### config.mk
export PLATFORM = sky130hd
export DESIGN_NAME = arb_mac
export DESIGN_NICKNAME = d
export VERILOG_FILES = /design/src/rtl/core/arb_mac.sv
export SDC_FILE = /design/constraint.sdc
export NUM_CORES = 2
export LEC_CHECK = 0
export BUFFER_PORTS_ARGS = -buffer_cell sky130_fd_sc_hd__buf_4
export CAP_MARGIN = 20
export CORE_AREA = 3 3 276 278
export CTS_BUF_LIST = sky130_fd_sc_hd__clkbuf_8
export DETAILED_ROUTE_END_ITERATION = 8
export DIE_AREA = 0 0 279 281
export GPL_TIMING_DRIVEN = 0
export PLACE_DENSITY = 0.88
export REMOVE_ABC_BUFFERS = 1
export SLEW_MARGIN = 0
export SYNTH_ARGS = -nofsm -noshare
export SYNTH_HDL_FRONTEND = slang
export SYNTH_SLANG_ARGS = --single-unit
### constraint.sdc
create_clock -name clk -period 15.9 [get_ports clk]
set_input_delay 3.975 -clock clk [delete_from_list [all_inputs] [get_ports clk]]
set_output_delay 3.975 -clock clk [all_outputs]
set_load 0.01 [all_outputs]
### src/rtl/core/arb_mac.sv
// ----------------------------------------------------------------------------
// arb_mac
// Shared signed 32x32 multiply-accumulate unit with a registered accumulator.
// ----------------------------------------------------------------------------
module arb_mac (
  input  logic                clk,
  input  logic                en,
  input  logic                clr,
  input  logic                neg,
  input  logic signed [31:0]  opa,
  input  logic signed [31:0]  opb,
  output logic signed [63:0]  acc
);

  logic signed [63:0] acc_r;
  logic signed [63:0] acc_nxt;
  logic signed [63:0] prod;

  // Product, optionally negated, added to the cleared or held accumulator
  always_comb begin
    prod    = opa * opb;
    acc_nxt = (clr ? 64'sd0 : acc_r) + (neg ? -prod : prod);
  end

  always_ff @(posedge clk) begin
    if (en) begin
      acc_r <= acc_nxt;
    end
  end

  assign acc = acc_r;

endmodule

## Word level (Yosys, flattened, before mapping)

Index checks and enable logic that the tools add are counted.

| storage, ports and cells | value |
|---|---|
| bits in registers | 64 |
| input port bits | 68 |
| output and inout port bits | 64 |
| logic and storage cells | 6 |

| cells by class | value |
|---|---|
| multipliers | 1 |
| $add $sub $neg | 2 |
| multiplexer cells | 2 |

Operators by type and width:

| operator | count |
|---|---|
| $mux 64 | 2 |
| $add 64x64->64 | 1 |
| $mul 32x32->64 | 1 |
| $neg 64->64 | 1 |

## Depth between registers and ports, before layout

| logic depth | value |
|---|---|
| word-level depth | 4 |
| mapped depth | 43 |
| mapped depth without buffers | 40 |

## Worst setup path after synthesis

Ideal clock, no wire load.

| timing path | value |
|---|---|
| kind | in2reg |
| from | in opa[31] |
| to | reg acc_r[63], in the netlist acc[63], data pin |
| setup slack | 1,619 ps |
| arrival time | 14,018 ps |
| buffers on the path | 2 |
| library setup time | 263 ps |
| stages on the path | 37 |
| data required time | 15,637 ps |
| cells stage by stage | clkbuf_1 > nand2_1 > inv_1 > fa_1 > fa_1 > fa_1 > fa_1 > inv_1 > fa_1 > inv_1 > fa_1 > fa_1 > fa_1 > ha_1 > clkbuf_1 > nand2_1 > nor3_1 > nand4_1 > o2111a_1 > o21ai_1 > xor2_1 > a211o_1 > or4_1 > o21ai_1 > xnor2_1 > ha_1 > a21oi_1 > o21bai_1 > a21o_1 > o21a_1 > o21a_1 > o32ai_1 > a21oi_1 > and2_1 > a311oi_1 > xnor2_1 > xnor2_1 |

| between the ends | value |
|---|---|
| word-level cells in the longest chain between the ends | 4 |

RTL lines:

| what | line | text |
|---|---|---|
| from (decl) | 10 | `input logic signed [31:0] opa,` |
| $mul 32x32->64 * | 21 | `prod = opa * opb;` |
| $neg 64->64 | 22 | `acc_nxt = (clr ? 64'sd0 : acc_r) + (neg ? -prod : prod);` |
| $mux 64 * | 22 |  |
| $add 64x64->64 * | 22 |  |
| via acc_nxt[63] | 16 | `logic signed [63:0] acc_nxt;` |
| to (signal assigned) | 27 | `acc_r <= acc_nxt;` |
| to (decl) | 15 | `logic signed [63:0] acc_r;` |

Mark *: on every way through the listed nets, which the timed path passes. The rest lies on a longest branch.
A chain may end at the register's enable or synchronous reset.

## Worst setup path in the final report

| timing path | value |
|---|---|
| from | in opa[11] |
| to | reg acc_r[63], in the netlist acc[63], data pin |

The elaborated chain is that of the path after synthesis.

==> results.json <==
{
  "status": "finished, final reports clean",
  "crit_required_ns": 16.00,
  "period_share_pct": 97.6,
  "ant_nets": 0,
  "layout-drive-gt1-share_pct": 3.83,
  "rows": 100,
  "min_period_ns": 15.52,
  "fmax_ghz": 0.0644,
  "design.die.area_um2": 78400,
  "die_w_um": 279,
  "r2r_cells": 14,
  "grt_overflow_total": 0,
  "nFillCells": 5830,
  "yosys.cell_types.count": 88,
  "busiest_layer": "met2",
  "ioPinCount": 132,
  "wl_per_cell_um": 19.7,
  "via_count": 33900,
  "vias_per_cell": 5.93,
  "avgSynthCellArea_um2": 9.08,
  "worstPathMaxFanout": 32,
  "synth_edf_count": 64,
  "h-tree-depth": 3,
  "post_cts_buffers": 0,
  "critPathArrivalTime_ns": 15.62,
  "hp-class": "flip-flop to flip-flop",
  "antenna_found_initial": 0,
  "multi_input_area_um2": 37600,
  "insertion_delay_ns": 0.36,
  "final.setup.tns_ns": 0,
  "ys_ff_latch": 64,
  "hold_start": "acc[0]",
  "max_slew_margin_pct": 32.5,
  "die_y_um": 281,
  "finalSetupViolCount": 0,
  "first_pass_iters": 6,
  "clock_skew_ns": 0.00930,
  "ctsHoldBuffers": 0,
  "use_met2_pct": 53.0,
  "wl_um": 113000,
  "fin_area_um2": 45600,
  "synth_top_cell_area_share_pct": 49.1,
  "ys_warn_count": 0,
  "drv_slew": 0,
  "drtIter0Drc": 2578,
  "grt_pass1_vias": 37300,
  "synth_flop_cell": "edfxtp_1",
  "cts_buffer_depth": 2,
  "max_stage_delay_ns": 0.66,
  "grt_setup_unrepaired": "no",
  "numCtsBuffers": 9,
  "hold_path_depth": 2,
  "crit_path_start": "opa[11]",
  "yosysMostFrequentCell": "fa_1",
  "root_buffer": "clkbuf_8",
  "syn_area_um2": 44200,
  "critPathSlowestCell": "or4_1",
  "grt_pass1_wl_um": 189000,
  "worst-setup-path-type": "primary input to flip-flop",
  "cts.sinks": 64,
  "seq_area_um2": 1920,
  "route.detailed.drc": 0,
  "async_reset_ff_share_pct": 0,
  "layout.nets": 6153,
  "grtUsageMet3_pct": 4.24,
  "start_util_pct": 59.5,
  "drv_cap": 0,
  "hold_violations": 0,
  "path_common_cell": "fa_1",
  "grt_util_met1_pct": 38.0,
  "path_clk_slew_ns": 0.08,
  "cts_resized": 0,
  "n_antenna_cell": 0,
  "netlist_instances": 4866,
  "netlist_top_cells_area": "fa_1 (49%), inv_1 (8.3%), ha_1 (7.0%)",
  "syn2layout_area_growth_pct": 3.28,
  "endpoint_kind": "flip-flop",
  "yosysSeqAreaShare_pct": 4.35,
  "place_hpwl_um": 93900,
  "critPathLaunchType": "primary input",
  "synth_top_area_cell": "fa_1",
  "cts_tree": "yes",
  "synth_common_cells": "fa_1 (1083), inv_1 (977), nand2_1 (643), and2_1 (483), ha_1 (248)",
  "fin_cells": 5727,
  "rr_startpoint": "acc[7]",
  "gp_congestion": 0.962,
  "grtUsageTotal_pct": 30.0,
  "port-buffer-count": 131,
  "grt_max_degree": 65,
  "worstMarginPinSlew_ns": 0.987,
  "dpl.cell_count": 5710,
  "core_area_um2": 74200,
  "dpl_cell_area_um2": 45400,
  "largest_reg_flops": 64
}
final timing paths:
path,end,slack [ns]
max,acc[63],0.38
min reg2reg,acc[0],0.76
min,acc[0],0.76
max reg2reg,acc[62],11.25
layout by cell type, fill, tap and decap left out, types with 64 or more instances in the layout:
cell type / instances
a21o_1: 69
a21oi_1: 145
and2_1: 483
buf_4: 131
edfxtp_1: 64
fa_1: 1083
ha_1: 248
inv_1: 978
nand2_1: 643
nor2_1: 107
nor2b_1: 77
o21ai_0: 100
xnor2_1: 129
worst max-delay path, delay by kind of cell:
kind | cells | cell delay (ns)
AOI/OAI and AO/OA | 13 | 3.03
adders and majority gates | 10 | 4.90
and+or+nand+nor | 6 | 2.02
buffers and inverters | 5 | 0.70
xor gates and xnor gates | 4 | 0.94
final cells by class:
class	instances	area share (%)
multi-input cells	3567	82.4
well taps	969	2.66
inverters	979	8.06
clock inverters	6	0.115
repair buffers	133	2.25
clock buffers	9	0.272
flip-flops and latches	64	4.21
layer usage:
layer  part of all wire [%]  wire (µm)
met5                      0          0
met4                    3.9       4450
met3                    7.8       8830
met2                     51      57500
met1                     37      42000
per-stage QoR:
stage / utilization, % / setup WS (ns) / hold slack, ns
final: 61.5 / 0.381 / 0.755
after global routing: 61.5 / 0.0620 / 0.807
after CTS: 61.4 / 0.0731 / 0.747
after detailed placement: 61.2 / -0.221 / 0.727
after global placement: 61.2 / -0.121 / 0.697
after floorplan: - / 1.96 / 0.744
cells by family after synthesis:
family	synth area share, %
buf+inv	10.5
simple gates	17.5
mux	0.0708
xor+xnor	3.45
compound gates	7.99
fa+ha+maj	56.1
flops	4.35
Power is left out: the tool's default activity adds up to more than one toggle a clock period on the data nets, which glitch-free logic cannot reach.
