**src/rtl/core/arb_pkg.sv**
```systemverilog
// ----------------------------------------------------------------------------
// arb_pkg
// Shared types, constants and the micro-program of the arcball controller.
// ----------------------------------------------------------------------------
package arb_pkg;

  // Fixed-point format of sphere points, quaternions and matrix terms
  localparam int FRAC_BITS = 14;
  localparam int ACC_W     = 64;

  // Command codes
  localparam logic [1:0] CMD_MOVE   = 2'd0;
  localparam logic [1:0] CMD_BEGIN  = 2'd1;
  localparam logic [1:0] CMD_END    = 2'd2;
  localparam logic [1:0] CMD_UPDATE = 2'd3;

  // Register indexes of the configuration port
  localparam logic [1:0] REG_CENTER_X = 2'd0;
  localparam logic [1:0] REG_CENTER_Y = 2'd1;
  localparam logic [1:0] REG_RADIUS   = 2'd2;

  // Modes of the divide and square-root unit
  localparam logic MODE_DIV  = 1'b0;
  localparam logic MODE_SQRT = 1'b1;

  // Operand codes of the multiply-accumulate program
  localparam logic [4:0] OP_F0 = 5'd0;
  localparam logic [4:0] OP_F1 = 5'd1;
  localparam logic [4:0] OP_F2 = 5'd2;
  localparam logic [4:0] OP_T0 = 5'd3;
  localparam logic [4:0] OP_T1 = 5'd4;
  localparam logic [4:0] OP_T2 = 5'd5;
  localparam logic [4:0] OP_D0 = 5'd6;
  localparam logic [4:0] OP_D1 = 5'd7;
  localparam logic [4:0] OP_D2 = 5'd8;
  localparam logic [4:0] OP_D3 = 5'd9;
  localparam logic [4:0] OP_C0 = 5'd10;
  localparam logic [4:0] OP_C1 = 5'd11;
  localparam logic [4:0] OP_C2 = 5'd12;
  localparam logic [4:0] OP_C3 = 5'd13;
  localparam logic [4:0] OP_Q0 = 5'd14;
  localparam logic [4:0] OP_Q1 = 5'd15;
  localparam logic [4:0] OP_Q2 = 5'd16;
  localparam logic [4:0] OP_Q3 = 5'd17;

  // Store kinds applied to the accumulator as it stands
  localparam logic [2:0] ST_NONE = 3'd0;
  localparam logic [2:0] ST_DRAG = 3'd1;
  localparam logic [2:0] ST_ROT  = 3'd2;
  localparam logic [2:0] ST_DIAG = 3'd3;
  localparam logic [2:0] ST_OFF  = 3'd4;

  // Program counter layout
  localparam logic [5:0] PC_MAT  = 6'd26;
  localparam logic [5:0] PC_LAST = 6'd44;

  typedef struct packed {
    logic       en;
    logic       clr;
    logic       neg;
    logic [4:0] opa;
    logic [4:0] opb;
    logic [2:0] st;
    logic [3:0] idx;
  } uop_t;

  function automatic uop_t mk(input logic en, input logic clr, input logic neg,
                              input logic [4:0] a, input logic [4:0] b,
                              input logic [2:0] st, input logic [3:0] idx);
    uop_t u;
    u.en  = en;
    u.clr = clr;
    u.neg = neg;
    u.opa = a;
    u.opb = b;
    u.st  = st;
    u.idx = idx;
    return u;
  endfunction

  // Drag quaternion, composition with the committed rotation, then matrix
  function automatic uop_t uop_at(input logic [5:0] pc);
    uop_t u;
    u = mk(1'b0, 1'b0, 1'b0, OP_F0, OP_F0, ST_NONE, 4'd0);
    case (pc)
      6'd0:  u = mk(1'b1, 1'b1, 1'b0, OP_F0, OP_T0, ST_NONE, 4'd0);
      6'd1:  u = mk(1'b1, 1'b0, 1'b0, OP_F1, OP_T1, ST_NONE, 4'd0);
      6'd2:  u = mk(1'b1, 1'b0, 1'b0, OP_F2, OP_T2, ST_NONE, 4'd0);
      6'd3:  u = mk(1'b1, 1'b1, 1'b0, OP_F1, OP_T2, ST_DRAG, 4'd0);
      6'd4:  u = mk(1'b1, 1'b0, 1'b1, OP_F2, OP_T1, ST_NONE, 4'd0);
      6'd5:  u = mk(1'b1, 1'b1, 1'b0, OP_F2, OP_T0, ST_DRAG, 4'd1);
      6'd6:  u = mk(1'b1, 1'b0, 1'b1, OP_F0, OP_T2, ST_NONE, 4'd0);
      6'd7:  u = mk(1'b1, 1'b1, 1'b0, OP_F0, OP_T1, ST_DRAG, 4'd2);
      6'd8:  u = mk(1'b1, 1'b0, 1'b1, OP_F1, OP_T0, ST_NONE, 4'd0);
      6'd9:  u = mk(1'b1, 1'b1, 1'b0, OP_D0, OP_C0, ST_DRAG, 4'd3);
      6'd10: u = mk(1'b1, 1'b0, 1'b1, OP_D1, OP_C1, ST_NONE, 4'd0);
      6'd11: u = mk(1'b1, 1'b0, 1'b1, OP_D2, OP_C2, ST_NONE, 4'd0);
      6'd12: u = mk(1'b1, 1'b0, 1'b1, OP_D3, OP_C3, ST_NONE, 4'd0);
      6'd13: u = mk(1'b1, 1'b1, 1'b0, OP_D0, OP_C1, ST_ROT,  4'd0);
      6'd14: u = mk(1'b1, 1'b0, 1'b0, OP_D1, OP_C0, ST_NONE, 4'd0);
      6'd15: u = mk(1'b1, 1'b0, 1'b0, OP_D2, OP_C3, ST_NONE, 4'd0);
      6'd16: u = mk(1'b1, 1'b0, 1'b1, OP_D3, OP_C2, ST_NONE, 4'd0);
      6'd17: u = mk(1'b1, 1'b1, 1'b0, OP_D0, OP_C2, ST_ROT,  4'd1);
      6'd18: u = mk(1'b1, 1'b0, 1'b1, OP_D1, OP_C3, ST_NONE, 4'd0);
      6'd19: u = mk(1'b1, 1'b0, 1'b0, OP_D2, OP_C0, ST_NONE, 4'd0);
      6'd20: u = mk(1'b1, 1'b0, 1'b0, OP_D3, OP_C1, ST_NONE, 4'd0);
      6'd21: u = mk(1'b1, 1'b1, 1'b0, OP_D0, OP_C3, ST_ROT,  4'd2);
      6'd22: u = mk(1'b1, 1'b0, 1'b0, OP_D1, OP_C2, ST_NONE, 4'd0);
      6'd23: u = mk(1'b1, 1'b0, 1'b1, OP_D2, OP_C1, ST_NONE, 4'd0);
      6'd24: u = mk(1'b1, 1'b0, 1'b0, OP_D3, OP_C0, ST_NONE, 4'd0);
      6'd25: u = mk(1'b0, 1'b0, 1'b0, OP_F0, OP_F0, ST_ROT,  4'd3);
      6'd26: u = mk(1'b1, 1'b1, 1'b0, OP_Q2, OP_Q2, ST_NONE, 4'd0);
      6'd27: u = mk(1'b1, 1'b0, 1'b0, OP_Q3, OP_Q3, ST_NONE, 4'd0);
      6'd28: u = mk(1'b1, 1'b1, 1'b0, OP_Q1, OP_Q2, ST_DIAG, 4'd0);
      6'd29: u = mk(1'b1, 1'b0, 1'b1, OP_Q0, OP_Q3, ST_NONE, 4'd0);
      6'd30: u = mk(1'b1, 1'b1, 1'b0, OP_Q1, OP_Q3, ST_OFF,  4'd1);
      6'd31: u = mk(1'b1, 1'b0, 1'b0, OP_Q0, OP_Q2, ST_NONE, 4'd0);
      6'd32: u = mk(1'b1, 1'b1, 1'b0, OP_Q1, OP_Q2, ST_OFF,  4'd2);
      6'd33: u = mk(1'b1, 1'b0, 1'b0, OP_Q0, OP_Q3, ST_NONE, 4'd0);
      6'd34: u = mk(1'b1, 1'b1, 1'b0, OP_Q1, OP_Q1, ST_OFF,  4'd3);
      6'd35: u = mk(1'b1, 1'b0, 1'b0, OP_Q3, OP_Q3, ST_NONE, 4'd0);
      6'd36: u = mk(1'b1, 1'b1, 1'b0, OP_Q2, OP_Q3, ST_DIAG, 4'd4);
      6'd37: u = mk(1'b1, 1'b0, 1'b1, OP_Q0, OP_Q1, ST_NONE, 4'd0);
      6'd38: u = mk(1'b1, 1'b1, 1'b0, OP_Q1, OP_Q3, ST_OFF,  4'd5);
      6'd39: u = mk(1'b1, 1'b0, 1'b1, OP_Q0, OP_Q2, ST_NONE, 4'd0);
      6'd40: u = mk(1'b1, 1'b1, 1'b0, OP_Q2, OP_Q3, ST_OFF,  4'd6);
      6'd41: u = mk(1'b1, 1'b0, 1'b0, OP_Q0, OP_Q1, ST_NONE, 4'd0);
      6'd42: u = mk(1'b1, 1'b1, 1'b0, OP_Q1, OP_Q1, ST_OFF,  4'd7);
      6'd43: u = mk(1'b1, 1'b0, 1'b0, OP_Q2, OP_Q2, ST_NONE, 4'd0);
      6'd44: u = mk(1'b0, 1'b0, 1'b0, OP_F0, OP_F0, ST_DIAG, 4'd8);
      default: u = mk(1'b0, 1'b0, 1'b0, OP_F0, OP_F0, ST_NONE, 4'd0);
    endcase
    return u;
  endfunction

  // Saturate a wide value to a symmetric limit
  function automatic logic signed [15:0] sat16(input logic signed [63:0] v,
                                               input logic signed [63:0] lim);
    logic signed [63:0] c;
    c = v;
    if (v > lim) c = lim;
    else if (v < -lim) c = -lim;
    return c[15:0];
  endfunction

endpackage

```
**src/rtl/core/arb_dsq.sv**
```systemverilog
// ----------------------------------------------------------------------------
// arb_dsq
// Iterative unit for restoring division and integer square root, sharing one
// compare and subtract. Division yields 16 quotient bits, the root 32 bits.
// ----------------------------------------------------------------------------
module arb_dsq (
  input  logic        clk,
  input  logic        rst_n,
  input  logic        start,
  input  logic        mode,
  input  logic [63:0] opa,
  input  logic [31:0] opb,
  output logic        done,
  output logic [31:0] result
);

  logic [63:0] x_r;
  logic [63:0] res_r;
  logic [63:0] bit_r;
  logic [4:0]  cnt_r;
  logic        run_r;
  logic        mode_r;
  logic        done_r;
  logic [63:0] sub;
  logic [63:0] diff;
  logic        ge;

  // Divisor or trial root against the partial remainder
  always_comb begin
    sub  = (mode_r == arb_pkg::MODE_DIV) ? bit_r : (res_r + bit_r);
    ge   = (x_r >= sub);
    diff = x_r - sub;
  end

  // Control: one step a cycle until the count runs out
  always_ff @(posedge clk) begin
    if (!rst_n) begin
      run_r  <= 1'b0;
      done_r <= 1'b0;
    end else begin
      done_r <= 1'b0;
      if (start) begin
        run_r <= 1'b1;
      end else if (run_r && (cnt_r == 5'd0)) begin
        run_r  <= 1'b0;
        done_r <= 1'b1;
      end
    end
  end

  // Datapath registers
  always_ff @(posedge clk) begin
    if (start) begin
      x_r    <= opa;
      res_r  <= 64'd0;
      mode_r <= mode;
      if (mode == arb_pkg::MODE_DIV) begin
        bit_r <= {17'd0, opb, 15'd0};
        cnt_r <= 5'd15;
      end else begin
        bit_r <= 64'h4000_0000_0000_0000;
        cnt_r <= 5'd31;
      end
    end else if (run_r) begin
      cnt_r <= cnt_r - 5'd1;
      if (ge) begin
        x_r <= diff;
      end
      if (mode_r == arb_pkg::MODE_DIV) begin
        res_r <= {res_r[62:0], ge};
        bit_r <= bit_r >> 1;
      end else begin
        res_r <= ge ? ((res_r >> 1) + bit_r) : (res_r >> 1);
        bit_r <= bit_r >> 2;
      end
    end
  end

  assign done   = done_r;
  assign result = res_r[31:0];

endmodule

```
**config.mk**
```make
export PLATFORM = sky130hd
export DESIGN_NAME = arb_dsq
export DESIGN_NICKNAME = d
export VERILOG_FILES = /design/src/rtl/core/arb_pkg.sv /design/src/rtl/core/arb_dsq.sv
export SDC_FILE = /design/constraint.sdc
export NUM_CORES = 1
export LEC_CHECK = 0
export BUFFER_PORTS_ARGS = -buffer_cell sky130_fd_sc_hd__buf_2
export CAP_MARGIN = 15
export CORE_UTILIZATION = 35
export CTS_BUF_LIST = sky130_fd_sc_hd__clkbuf_2
export CTS_CLUSTER_DIAMETER = 60
export CTS_CLUSTER_SIZE = 40
export DETAILED_ROUTE_END_ITERATION = 8
export SLEW_MARGIN = 40
export SYNTH_ARGS = -nofsm -noshare
export SYNTH_HDL_FRONTEND = slang
export SYNTH_SLANG_ARGS = --single-unit
```
**constraint.sdc**
```tcl
create_clock -name clk -period 14.9 [get_ports clk]
set_input_delay 0.745 -clock clk [delete_from_list [all_inputs] [get_ports clk]]
set_output_delay 0.745 -clock clk [all_outputs]
set_load 0.005 [all_outputs]
```
## After elaboration in Yosys (flattened, before gate mapping)

Cells that the tools add are included.

| word-level totals | value |
|---|---|
| bits in registers | 200 |
| input bits | 100 |
| word-level logic and storage cells | 36 |
| output and inout bits | 33 |

| operators by class | value |
|---|---|
| bitwise operators | 1 |
| reduce and logical (&&, ||, !) cells | 7 |
| muxes and demuxes | 16 |
| order comparisons | 1 |
| add/sub/neg operators | 4 |

Operators by type and width:

| kind | number |
|---|---|
| $mux W64 | 8 |
| $mux W63 | 2 |
| $add A63 B64 Y64 | 1 |
| $add A64 B64 Y64 | 1 |
| $ge A64 B64 Y1 | 1 |
| $sub A64 B64 Y64 | 1 |
| $mux W5 | 3 |
| $reduce_bool A2 Y1 | 3 |
| $logic_not A5 Y1 | 1 |
| $sub A5 B1 Y5 const B | 1 |
| $mux W1 | 3 |
| $reduce_and A2 Y1 | 1 |
| $reduce_or A2 Y1 | 1 |
| $logic_and A1 B1 Y1 | 1 |
| $not A1 Y1 | 1 |

## Logic depth before layout (Yosys ltp)

| depth | value |
|---|---|
| depth in word-level cells | 6 |
| mapped depth | 29 |
| mapped depth without buffers | 26 |

## Worst setup path after synthesis

No wires, ideal clock.

| path | value |
|---|---|
| path type | register -> register |
| start | reg res_r[0] |
| end | reg x_r[0], enable pin |
| arrival time | 8111 ps |
| buffers on the path | 3 |
| path slack | 6290 ps |
| stages on the path, launching flop included | 26 |
| path through | dfxtp_1 -> ha_1 -> inv_1 -> fa_1 -> nand2b_1 -> a21oi_1 -> o31a_1 -> a21oi_1 -> o31ai_1 -> a31oi_1 -> o21ai_1 -> a2bb2oi_1 -> a21oi_1 -> xnor2_1 -> a21oi_1 -> ha_1 -> and3_1 -> nand2_1 -> nor3_1 -> nand4_1 -> or4_1 -> o221a_1 -> buf_6 -> buf_2 -> buf_2 -> o21bai_1 |

| on the way | value |
|---|---|
| word-level cells in the longest chain between the ends | 5 |

RTL lines:

| item | line | text |
|---|---|---|
| from (decl) | arb_dsq.sv:18 | `logic [63:0] res_r;` |
| from (signal assigned) | arb_dsq.sv:70 | `res_r <= {res_r[62:0], ge};` |
| from (signal assigned) | arb_dsq.sv:73 | `res_r <= ge ? ((res_r >> 1) + bit_r) : (res_r >> 1);` |
| $add A64 B64 Y64 | arb_dsq.sv:30 | `sub = (mode_r == arb_pkg::MODE_DIV) ? bit_r : (res_r + bit_r);` |
| $mux W64 | arb_dsq.sv:30 |  |
| $ge A64 B64 Y1 | arb_dsq.sv:31 | `ge = (x_r >= sub);` |
| $reduce_bool A2 Y1 (no source line) | - |  |
| $reduce_and A2 Y1 (no source line) | - |  |
| to (signal assigned) | arb_dsq.sv:54 | `x_r <= opa;` |
| to (signal assigned) | arb_dsq.sv:67 | `x_r <= diff;` |
| to (decl) | arb_dsq.sv:17 | `logic [63:0] x_r;` |

Every way passes these cells.
A chain may end at the register's enable or synchronous reset.

## Worst setup path in the final report

| path | value |
|---|---|
| start | reg res_r[0] |
| end | reg res_r[29] |

| on the way | value |
|---|---|
| word-level cells in the longest chain between the ends | 5 |

RTL lines:

| item | line | text |
|---|---|---|
| $add A64 B64 Y64 | arb_dsq.sv:30 |  |
| $mux W64 | arb_dsq.sv:30 |  |
| $ge A64 B64 Y1 | arb_dsq.sv:31 |  |
| $mux W64 | arb_dsq.sv:73 |  |
| $mux W64 | arb_dsq.sv:69 | `if (mode_r == arb_pkg::MODE_DIV) begin` |

Every way passes these cells.

==> results.md <==
- Crit Path Class: reg2reg
- # DRC: 0
- DIE HEIGHT: approximately 250 um
- Period utilization: 0.4976
- Row Count: 89
- Fin area: 0.02304 mm2
- Starting Density: 0.3544
- Share of the synthesized area in the top cell type: 0.1909
- Post-CTS Resized: 0
- Maximum vdd ir drop: 79.59 uV
- Total number of vias: 20740
- Total clock sinks: 199
- Outcome: finished clean
- Final setup TNS: 0 ns
- Final hold violations: 0
- Io pins: 133
- Hold WS: 0.1529 ns
- Cells after Synth: 2730
- Ys async rst share: 0
- Compound-Gate Fraction of Synth Area: 0.3069
- Leakage: 9.359 nW
- Per-cell routed wire length: 19.57 um
- Post-synth EDFFs: 133
- Via density: 5.795
- Hold_sp: start
- Synth area leaders: edfxtp_1, ha_1, a21oi_1, dfxtp_1, nand2_1
- Startpoint types: flip-flop
- Reg2reg setup slack: 7.49 ns
- Synth cell types: 92
- XOR/XNOR share of the synthesized area: 0.07202
- Area growth from synthesis to layout: 10.17%
- Setup violations, final: 0
- Worst-Margin Slew: 0.9296 ns
- Buffers & Inverters on Critical Path: 3
- Cell mode on critical path: a21oi_1
- Worst reg2reg path depth: 26
- Power Density: between 100 and 150 mW/mm2
- # port buffers: 132
- TritonRoute pass-1 iters: 5
- Max-cap viol count: 0
- Synth Area in Adders: 0.1177
- Post-layout util: 0.3905
- Critical Path Max Stage Delay: 0.58 ns
- Power, Total: 3.258 mW
- Slowest-stage cell, CP: o31ai_1
- Worst-Skew Late Latency: 1.15 ns
- Number of global-route vias before repair: between 15000 and 20000
- Clock skew: 0.05774 ns
- RSZ-0062 raised after global routing: false
- Min cycle time layout: about 7.4 ns
- Simple-gate share of the synthesized area: 0.1870
- Hold endpoint: res_r[7]
- Global Route Usage Sum: 0.2287
- Max Slew Vio Count: 0
- Cell area after synthesis: 0.02092 mm2
- Routed Antenna Nets: 0
- Post-synthesis mux area share: 0.007537
- Post-synth top flop: edfxtp_1
- Mapped Nets: just over 3000
- Detailed Route Iter0 Violations: 1755
- Mapped Avg Cell Area: approximately 7.7 um2
- Min-Delay Path Class: in2reg
- Root Driver: clkbuf_2
- Die Span X: 246.5 um
- First-pass GRT wire length: 109400 um
- Die ar.: 0.06075 mm2
- Yosys warning total: 0
- Synth area leader: edfxtp_1
- H-tree depth: 4
- Commonest non-fill, non-tap cell in the layout: a21oi_1
- Crit path max fanout: 64
- Placed Area: ~0.022 mm2
- Layout cells sized above 1: 0.07852
- Post-DP HPWL: 52930 um
- Yosys reg bits: between 150 and 200
- Critical path arrival: between 8 and 9 ns
- Final wirelength: ~70000 um
- Num CTS Buffers: 17
- Core area: slightly below 0.06 mm2
- Post-CTS setup repair buffer count: 0
- Max clock buf depth: 2
- Seq/Total Area, Yosys: 0.2541
- CTS tree: yes
- Crit path capture type: flip-flop
- CP delay by family, top: compound AO/OA/AOI/OAI gates
- Worst reg2reg endpoint: res_r[29]
- Clock slew at reported path FFs: 0.32 ns
- Slew headroom: 0.3802
- Largest family of logic cells by synthesized area: compound AO/OA/AOI/OAI gates
- Largest net degree at the start of global routing: 143
- Commonest cells after routing, fill and taps aside: a21oi_1, nand2_1, o21ai_0
- CP required: roughly 16 ns
- Overflow after GRT: 0
- Fmax: between 100 and 150 MHz
- Initial antenna violation count: 2
- Worst hold stages: 2
- Reg2Reg Launch Point: res_r[0]
- Layout Nets: approximately 3100
- Routability Congestion: 0.9607
## power breakdown
part           internal, mW  total [mW]  switching [mW]
logic                 0.810        2.09            1.28
registers             0.757       0.858           0.101
clock network        0.0776       0.308           0.231
total                  1.64        3.26            1.61
## cells in the mapped netlist, types with 14 or more instances
| cell type | count |
|---|---|
| a21oi_1 | 397 |
| nand2_1 | 324 |
| o21ai_0 | 230 |
| nor2_1 | 198 |
| ha_1 | 192 |
| clkbuf_1 | 136 |
| edfxtp_1 | 133 |
| a21o_1 | 109 |
| xnor2_1 | 105 |
| nor2b_1 | 78 |
| xor2_1 | 67 |
| dfxtp_1 | 66 |
| o211ai_1 | 59 |
| nand4_1 | 55 |
| inv_1 | 51 |
| nand3_1 | 49 |
| nor3_1 | 42 |
| o21bai_1 | 37 |
| a211oi_1 | 35 |
| buf_4 | 32 |
| a31oi_1 | 31 |
| nand2b_1 | 30 |
| o21a_1 | 23 |
| buf_2 | 21 |
| and3_1 | 14 |
## timing repair
item / CTS / global route
hold endpoints to repair: 101 / 0
hold buffers: 98 / 0
setup endpoints to repair: 0 / 0
## per-layer routing
metal	global-route usage	vias up	wire length [um]
li1	-	10130	-
met1	0.3231	9835	33430
met2	0.3521	696	30940
met3	0.03758	84	4030
met4	0.07117	0	1642
met5	0	-	0
## state kept, by name, summed over array words and instances (netlist names)
register	flops
res_r	64
x_r	64
bit_r	63
cnt_r	5
done	1
mode_r	1
run_r	1
## worst max path at each step
| stage | start | end | cells after the start |
|---|---|---|---|
| 6_report | res_r[0] | res_r[29] | 26 |
| 5_1_grt | res_r[0] | res_r[29] | 26 |
| 4_1_cts | res_r[0] | res_r[29] | 26 |
| 3_5_place_dp | bit_r[0] | x_r[16] | 24 |
| 3_3_place_gp | res_r[0] | x_r[11] | 24 |
| 2_1_floorplan | res_r[0] | x_r[0] | 25 |
## cell families after synthesis
kind of cell | count (synthesis)
adder cells (fa/ha/maj) | 195
XOR/XNOR | 172
AO/OA/AOI/OAI | 1049
flip-flops | 199
multiplexers | 15
buffers and inverters | 259
AND/OR/NAND/NOR | 841
## area by class of cell
class / count / area (um2)
well taps: 773 / 967.2
clock inverters: 15 / 155.1
fillers: 6179 / 35970
diodes: 4 / 10.01
multi-input cells: 2272 / 14510
repair buffers: 246 / 1805
clock buffers: 17 / 85.08
inverters: 53 / 198.9
flip-flops and latches: 199 / 5316
## stage by stage
stage,setup slack [ns],std cells
floorplan,6.290,2730
global placement,7.512,3444
detailed placement,7.598,3445
CTS,7.498,3575
global route,6.876,3579
finish,7.486,3579
Note: power is estimated with default switching activity, not from simulation.
